[config.mk]
export PLATFORM = sky130hd
export DESIGN_NAME = ffba_ram
export DESIGN_NICKNAME = d
export VERILOG_FILES = /design/src/assert_macros.svh /design/src/ffba_ram.sv
export SDC_FILE = /design/constraint.sdc
export NUM_CORES = 1
export LEC_CHECK = 0
export BUFFER_PORTS_ARGS = -buffer_cell sky130_fd_sc_hd__buf_4
export CAP_MARGIN = 20
export CORE_ASPECT_RATIO = 0.8
export CORE_MARGIN = 3
export CORE_UTILIZATION = 50
export DETAILED_ROUTE_END_ITERATION = 8
export PLACE_DENSITY = 0.67
export SYNTH_ARGS = -nofsm -noshare
export SYNTH_HDL_FRONTEND = slang
export SYNTH_SLANG_ARGS = --single-unit
[constraint.sdc]
create_clock -name clk_i -period 4.71 [get_ports clk_i]
set_input_delay 0.942 -clock clk_i [delete_from_list [all_inputs] [get_ports clk_i]]
set_output_delay 0.942 -clock clk_i [all_outputs]
set_load 0.02 [all_outputs]
[src/assert_macros.svh]
// assertion helpers shared by the rtl
`ifndef ASSERT_MACROS_SVH
`define ASSERT_MACROS_SVH
`ifndef ASSERT_OFF
// check gated off while reset is asserted
`define ASSERT_RST(name, clk, rst_n, prop, msg) \
  name: assert property (@(posedge clk) disable iff (!rst_n) prop) else $error(msg);
// check that also holds during reset
`define ASSERT_CLK(name, clk, prop, msg) \
  name: assert property (@(posedge clk) prop) else $error(msg);
`else
`define ASSERT_RST(name, clk, rst_n, prop, msg)
`define ASSERT_CLK(name, clk, prop, msg)
`endif
`endif

[src/ffba_ram.sv]
module ffba_ram #(
  parameter int unsigned WIDTH = 8,
  parameter int unsigned DEPTH = 16
) (
  input  logic                     clk_i,
  input  logic                     we_i,
  input  logic [$clog2(DEPTH)-1:0] waddr_i,
  input  logic [WIDTH-1:0]         wdata_i,
  input  logic                     re_i,
  input  logic [$clog2(DEPTH)-1:0] raddr_i,
  output logic [WIDTH-1:0]         rdata_o
);

  logic [WIDTH-1:0] mem_q [DEPTH];
  logic [WIDTH-1:0] rdata_q;

  // read returns the old word when the same entry is written
  always_ff @(posedge clk_i) begin
    if (we_i) begin
      mem_q[waddr_i] <= wdata_i;
    end
    if (re_i) begin
      rdata_q <= mem_q[raddr_i];
    end
  end

  assign rdata_o = rdata_q;

endmodule

==> results of run 1 <==
==> metal layers <==
metal | up-vias | share of wire, % | global-route usage [%]
li1 | 1063 | - | -
met1 | 1202 | 45 | 26.1
met2 | 90 | 47 | 24.3
met3 | 6 | 7.4 | 5.82
met4 | 0 | 0.55 | 7.32
met5 | - | 0 | 0
==> kinds of logic after synthesis <==
| logic type | synth area share [%] |
|---|---|
| AO/OA/AOI/OAI | 2.30 |
| AND/OR/NAND/NOR | 3.14 |
| flip-flops | 78.1 |
| buffers and inverters | 1.65 |
| multiplexers | 14.8 |
==> worst register-to-register path, stage by stage (launching register included) <==
cell	delay (ns)
edfxtp_1	0.36
mux4_2	0.47
a22oi_1	0.31
nand2_1	0.10
==> registers in the layout (all words and copies together), names as in the netlist <==
signal / count
mem_q: 128
rdata_o: 8
==> cells in the final DEF, fill, tap and decap left out, types with 2 or more instances in the layout <==
master      netlist  layout
mux4_2           18      18
a22oi_1          16      16
buf_4             1      29
bufinv_16         0       3
nand3b_1          2       2
clkinvlp_4        0       3
clkinv_4          0       2
mux4_1           14      14
clkbuf_16         0      17
nand2_1           9       9
edfxtp_1        136     136
clkinv_1          0       2
nand2b_1          2       2
nor2_1           13      13
clkinv_2          0       4
nor3_1            4       4
==> worst max-delay path by stage <==
| stage | startpoint | end | slack (ns) | cells after the start |
|---|---|---|---|---|
| final | raddr_i[0] | rdata_o[7] | 2.41 | 4 |
| after global routing | raddr_i[0] | rdata_o[7] | 2.30 | 4 |
| after CTS | waddr_i[2] | mem_q[0][0] | 2.33 | 3 |
| after detailed placement | waddr_i[2] | mem_q[0][0] | 1.89 | 3 |
| after global placement | waddr_i[2] | mem_q[0][0] | 1.91 | 3 |
| after floorplan | waddr_i[2] | mem_q[0][0] | 2.28 | 2 |
==> final cells by class <==
| type | instances | area, µm² |
|---|---|---|
| repair buffers | 30 | 225 |
| multi-input cells | 83 | 1060 |
| well taps | 136 | 170 |
| clock inverters | 14 | 158 |
| flip-flops and latches | 136 | 4080 |
| fillers | 714 | 3810 |
| clock buffers | 18 | 429 |
==> stage by stage <==
stage	setup slack [ns]	total power (W)	hold slack, ns	cells
floorplan	2.28	0.00147	0.705	229
CTS	2.33	0.00281	0.762	416
global placement	1.91	0.00152	0.722	384
global route	2.30	0.00288	0.770	417
detailed placement	1.89	0.00153	0.746	384
finish	2.41	0.00279	0.755	417
==> power by group <==
group,switching (W),internal (W)
clock,0.000463,0.000824
combinational,0.0000748,0.0000550
sequential,0.00000703,0.00136
==> run metrics, run 1 <==
FF-to-FF Start=mem_q[0][7]; post-layout util=about three fifths; Slew HR=between 30% and 40%; layout cell share with drive strength beyond 1=around 28%; Residual DRC=0; critical path's slowest cell=mux4_2; Die Y-Extent=slightly below 100 µm; PostCTS Resize Cnt=0; drt initial violations=215; Max Freq=between 400 and 500 MHz; Syn Area/Cell=22.8 µm²; nets@finish=between 200 and 300; Max VDD drop=roughly 340 µV; top-count cell post-synth=edfxtp_1; CP endpoint kind=flip-flop; PortBufs=26; First-pass DRT Iterations=4; Final GP Congestion=0.766; Die W=~120 µm; CTS max path bufs=2; Setup Crit Path Kind=input pin to flip-flop; global-route wire length before repair=14.3 mm; synth warn=0; Mapped Nets=248; Antenna Cells=0; crit-path cells=buf_4 > mux4_2 > a22oi_1 > nand2_1; DR vias=around 2,400; Layout area overhead=17.1%; Post-Syn Area=roughly 5200 µm²; Most used DFF post-synth=edfxtp_1; Vias/cell=5.66; Pleak=slightly above 2 nW; Final Hold Fails=0; Hold Crit Depth=3; crit path launch type=input pin; TritonCTS clock tree=built; fin. max-slew vios=0; vias in the first global route=2,335; cells after synthesis=between 200 and 250; worst clock skew=0.0129 ns; CTS Hold Bufs=0; Root Driver=clkbuf_16; Buf+Inv Stages, Crit Path=1; final instance area=just over 6000 µm²; hold_sp=mem_q[8][1]; EDFF count, synth=between 100 and 150; placed cell area=5530 µm²; Synth area leader=edfxtp_1; status=completed; endpoints failing setup=0; synth cell count leaders=136 x edfxtp_1, 18 x mux4_2, 16 x a22oi_1; # rows=32; Worst-Margin Slew=a little over 1 ns; Hold Crit Class=flip-flop to flip-flop; max-cap violations=0; post-synthesis sequential element count=between 100 and 150; Worst Path Required=4.87 ns; DRT Wirelength=slightly above 9 mm; setup tns final=0 ns; largest net degree at the start of global routing=33; WP data arrival=roughly 2.5 ns; share of the synthesized area in the top cell type=about four fifths; Pwr Density=between 400 and 500 nW/µm²; Top-Level Pins=27; final cycle utilization of the critical path=between 40% and 50%; asr flop ratio synth=0%; Final ANT Viol Nets=0; worst skew pair latency=0.42 ns; cell family with most CP delay=multiplexers; Hold Crit Endpoint=rdata_o[1]; number of CTS-inserted buffers=17; initial core utilization=a little over half; CORE AREA=between 9000 and 10,000 µm²; initial antenna violation count=0; worst r2r dst=rdata_o[7]; CTS clk-pin slew, worst paths=0.05 ns; GRT Overall Usage=about 18%; setup repair bufs after CTS=0; reg2reg setup slack=between 3 and 4 ns; average wire per standard cell=~22 µm; DP HPWL=about 5.8 mm; Final min period=around 2.3 ns; RSZ-0062 raised after global routing=false; Overflow after GRT=0; crit-path max cell delay=~0.6 ns; clock sink count=roughly 140; H-tree levels=4; sequential element share of the synthesized area=a little under 80%; crit path max fanout=32; Netlist cell types=18; synth top area cells=edfxtp_1 78%, mux4_2 7.8%, mux4_1 7.0%, a22oi_1 2.3%, nor2_1 0.93%; r2r worst-path depth=3; die area=around 12,000 µm²
Power figures use the tool's default switching activity.
==> inputs of run 2 (changes only) <==
- PLACE_DENSITY: 0.67 -> 0.7
- clock period: 4.71 -> 2.1 ns (I/O delays scaled with it)
==> run 2 against run 1 <==
Against the previous run:
- global-route usage up 0.70 points
- clock skew decreased by 0.0069 ns
- highest routed layer unchanged
- sequential power increased by 120%
- combinational power increased by 140%
- setup slack got worse by 1.8 ns
- critical path depth down 1
- via count increased by 4.2%
==> run metrics, run 2 (same netlist as run 1, synthesis figures left out) <==
# rows=32; setup tns final=0 ns; Max VDD drop=approximately 1000 µV; Final Hold Fails=0; Pwr Density=slightly above 1000 nW/µm²; Final ANT Viol Nets=0; Gate power share=4.9%; critical path's slowest cell=mux4_2; Vias/cell=approximately 5.7; Worst Path Required=roughly 2.2 ns; Die Y-Extent=slightly below 100 µm; GRT Overall Usage=between 10% and 20%; CTS Hold Bufs=0; drt initial violations=between 150 and 200; CTS max path bufs=2; crit path launch type=flip-flop; worst clock skew=0.00601 ns; Setup Crit Path Kind=flip-flop to flip-flop; clock sink count=about 140; PortBufs=26; Tot Pwr=0.00641 W; GR Util met3=under 10%; Residual DRC=0; CTS clk-pin slew, worst paths=approximately 0.050 ns; layout cell share with drive strength beyond 1=between 30% and 40%; cell family with most CP delay=multiplexers; number of CTS-inserted buffers=17; endpoints failing setup=0; Critical Path Source=mem_q[11][7]; RSZ-0062 raised after global routing=false; GR Util met1=27.3%; crit-path max cell delay=between 0.4 and 0.5 ns; Antenna Cells=0; Psw=about 0.0012 W; Root Driver=clkbuf_16; Largest register FFs=128; nets@finish=306; CORE AREA=9930 µm²; fin. max-slew vios=0; die area=11,700 µm²; Slew HR=about 73%; max-cap violations=0; Max Freq=between 600 and 700 MHz; Overflow after GRT=0; Final GP Congestion=0.794; worst skew pair latency=between 0.4 and 0.5 ns; DRT Wirelength=about 9.8 mm; FF-to-FF Start=mem_q[11][7]; P_int=0.00517 W; First-pass DRT Iterations=4; setup repair bufs after CTS=0; DR vias=between 2,000 and 2,500; switch share=~19%; initial antenna violation count=0; crit path max fanout=1; Final min period=approximately 1.5 ns; Worst-Margin Slew=~0.40 ns; clock share of power=about 47%; hold slack=approximately 0.31 ns; hold_sp=re_i; Pleak=2.16 nW; post-layout util=between 60% and 70%; crit-path cells=mux4_2 > a22oi_1 > nand2_1; status=completed; PostCTS Resize Cnt=0; final cycle utilization of the critical path=about 70%; Top-Level Pins=27; vias in the first global route=2,559; sequential cell fraction of total power=between 40 and 50%; H-tree levels=4; WP data arrival=around 1.6 ns; commonest non-fill, non-tap cells in the layout=136 x edfxtp_1, 46 x buf_4, 18 x mux4_2, 17 x clkbuf_16, 16 x a22oi_1; GR peak layer=met1; Layout area overhead=21.0%; Hold Crit Class=input pin to flip-flop; global-route wire length before repair=about 15 mm; met2 usage=roughly a quarter; CP endpoint kind=flip-flop; Buf+Inv Stages, Crit Path=0; initial core utilization=52.6%; Die W=between 100 and 150 µm; largest net degree at the start of global routing=33; DP HPWL=about 6.3 mm; largest register by flop count=mem_q; TritonCTS clock tree=built; average wire per standard cell=22.5 µm; commonest non-fill, non-tap cell in the layout=edfxtp_1
==> run 2: routing by layer <==
layer	share of wire (%)	vias up
li1	-	1095
met1	44	1259
met2	47	97
met3	7.5	8
met4	0.72	0
met5	0	-
==> run 2: final timing paths <==
path,cells after the start,to,slack [ns]
setup / recovery,3,rdata_o[7],0.64
hold / removal,1,rdata_o[1],0.31
setup reg to reg,3,rdata_o[7],0.64
hold reg to reg,3,rdata_o[0],0.76
==> run 2: area by class of cell <==
class                           count  area, µm²
Timing Repair Buffer               49        405
Tap cell                          136        170
Clock inverter                     13        180
Multi-Input combinational cell     83       1060
Sequential cell                   136       4080
Fill cell                         706       3600
Clock buffer                       18        429
==> run 2: power by group through the flow <==
stage                     registers [W]  clock network (W)  logic, W
after floorplan                 0.00314                  0  0.000154
final                           0.00308            0.00302  0.000314
after global placement          0.00313                  0  0.000311
after detailed placement        0.00313                  0  0.000320
after CTS                       0.00308            0.00308  0.000321
after global routing            0.00308            0.00320  0.000341
==> run 2: stage by stage <==
step                setup WS [ns]  area [µm²]  instances
floorplan                   0.187        5230        229
finish                      0.637        6330        435
global route                0.540        6330        435
CTS                         0.618        6330        435
global placement            0.227        5720        404
detailed placement          0.226        5720        404
==> inputs of run 3 (changes only) <==
- ABC_AREA: default -> 1
- PLACE_DENSITY: 0.7 -> 0.67
- clock period: 2.1 -> 1.5 ns (I/O delays scaled with it)
==> run 3 against run 2 <==
Against the previous run:
- setup slack worse by 0.48 ns
- sequential share of layout area fell by 5.2 points
- global-route usage grew 3.7 points
- first-iteration DRC count rose to 2.7 times the previous value
- wire length grew 37%
- critical path type is now flip-flop to output port
==> run metrics, run 3 <==
crit-path cells=buf_4; final cycle utilization of the critical path=about nine tenths; Vias/cell=between 5 and 6; cell family with most CP delay=flip-flops; Worst-Margin Slew=between 0.3 and 0.4 ns; largest net degree at the start of global routing=65; share of the synthesized area in the top cell type=between 60 and 70%; top-count cell post-synth=nand2_1; setup repair bufs after CTS=0; worst skew pair latency=between 0.4 and 0.5 ns; commonest non-fill, non-tap cell in the layout=nand2_1; FF-to-FF Start=mem_q[9][1]; number of CTS-inserted buffers=17; area occupied by multi-input gates=roughly 1200 µm²; Final ANT Viol Nets=0; hold_sp=re_i; Worst Path Required=around 1.2 ns; Top-Level Pins=27; setup ws final=approximately 0.16 ns; average wire per standard cell=roughly 18 µm; Pleak=approximately 3.0 nW; CTS clk-pin slew, worst paths=approximately 0.06 ns; synth warn=0; cells after synthesis=551; placed cell area=6290 µm²; global-route wire length before repair=about 21 mm; CORE AREA=about 11,000 µm²; WP data arrival=approximately 1.0 ns; P_int=about 0.0071 W; Root Driver=clkbuf_16; fin. max-slew vios=0; final instance area=6880 µm²; largest register by flop count=mem_q; r2r worst-path depth=6; Die Y-Extent=103 µm; DRT Wirelength=between 10 and 15 mm; Max VDD drop=between 1000 and 1500 µV; PostCTS Resize Cnt=0; die area=about 13,000 µm²; asr flop ratio synth=0%; RSZ-0062 raised after global routing=false; EDFF count, synth=136; GRT Overall Usage=22.0%; H-tree levels=4; max-cap violations=0; Gate power share=between 6 and 7%; Overflow after GRT=0; Final GP Congestion=roughly 0.82; FF/Latch Area=approximately 4000 µm²; crit path launch type=flip-flop; critical path's slowest cell=edfxtp_1; post-synthesis sequential element count=136; Hold Crit Endpoint=rdata_o[4]; Largest register FFs=roughly 130; commonest non-fill, non-tap cells in the layout=173 x nand2_1, 136 x edfxtp_1, 100 x inv_1, 97 x nand3_1, 47 x buf_4; CP endpoint kind=output port; Mapped Nets=570; TritonCTS clock tree=built; synth top area cells=edfxtp_1 70%, nand2_1 11%, nand3_1 8.3%, inv_1 6.4%, buf_6 1.2%; Buf+Inv Stages, Crit Path=1; # fillers=904; worst r2r dst=rdata_o[1]; Hold Crit Class=input pin to flip-flop; switch share=a little over a fifth; crit path max fanout=1; layout cell share with drive strength beyond 1=13.3%; Slew HR=around 74%; # rows=34; Netlist cell types=11; clock sink count=between 100 and 150; crit-path max cell delay=~0.44 ns; worst clock skew=between 0.005 and 0.006 ns; sequential element share of the synthesized area=a little over two thirds; vias in the first global route=around 3,700; endpoints failing setup=0; Die W=about 130 µm; Tot Pwr=0.00899 W; Setup Crit Path Kind=flip-flop to output port; Pwr Density=about 1300 nW/µm²; status=completed; Post-Syn Area=~6000 µm²; setup tns final=0 ns; drt initial violations=slightly above 500; DR vias=3,953; Psw=around 0.0019 W; initial antenna violation count=0; sequential cell fraction of total power=48.0%; clock share of power=between 40% and 50%; PortBufs=26; Residual DRC=0; Synth area leader=edfxtp_1; Final min period=1.34 ns; Layout area overhead=17.7%; synth cell count leaders=173 x nand2_1, 136 x edfxtp_1, 100 x inv_1; initial core utilization=52.5%; First-pass DRT Iterations=5; hold slack=approximately 0.21 ns; Final Hold Fails=0; DP HPWL=8.22 mm; Antenna Cells=0; nets@finish=between 600 and 700; Syn Area/Cell=about 11 µm²; CTS Hold Bufs=0; Hold Crit Depth=1; dpl ws=between 0.02 and 0.025 ns; Max Freq=747 MHz; Most used DFF post-synth=edfxtp_1; reg2reg setup slack=between 0.3 and 0.4 ns; CTS max path bufs=2
run 3: logic make-up (layout without fill, tap and decap cells):
| logic type | Yosys count | in the layout | synth area share [%] |
|---|---|---|---|
| and+or+nand+nor | 289 | 289 | 20.8 |
| buffers and inverters | 126 | 185 | 9.39 |
| DFF | 136 | 136 | 69.8 |
run 3: worst max-delay path by stage:
stage	startpoint	endpoint	slack, ns	cells past startpoint
after floorplan	waddr_i[2]	mem_q[10][0]	0.25	2
after global placement	raddr_i[0]	rdata_o[0]	0.03	8
after detailed placement	raddr_i[0]	rdata_o[0]	0.02	8
after CTS	rdata_o[7]	rdata_o[7]	0.16	1
after global routing	rdata_o[7]	rdata_o[7]	0.15	1
final	rdata_o[7]	rdata_o[7]	0.16	1
run 3: power groups by stage:
| stage | combinational, W | sequential [W] | clock, W |
|---|---|---|---|
| 6_report | 0.000582 | 0.00431 | 0.00409 |
| 3_3_place_gp | 0.000564 | 0.00439 | 0 |
| 2_1_floorplan | 0.000300 | 0.00440 | 0 |
| 4_1_cts | 0.000583 | 0.00431 | 0.00414 |
| 3_5_place_dp | 0.000576 | 0.00439 | 0 |
| 5_1_grt | 0.000641 | 0.00431 | 0.00431 |
run 3: final cells by class:
class                   instances  share of cell area (%)
multi-input cells             289                    17.6
clock inverters                14                    2.29
clock buffers                  18                    6.24
flip-flops and latches        136                    59.4
well taps                     144                    2.62
repair buffers                 51                    6.29
inverters                     102                    5.56
run 3: per-layer routing:
layer  wire length, µm  up-vias  GRT usage (%)
met3              1110       20           5.02
met1              6100     1885           32.1
met2              5940      174           32.2
met5                 0        -              0
li1                  -     1874              -
met4               261        0           9.23
run 3: through the flow:
step	utilization [%]	std cells
global placement	56.5	722
global route	61.7	754
detailed placement	56.5	722
floorplan	-	551
finish	61.7	754
CTS	61.7	754
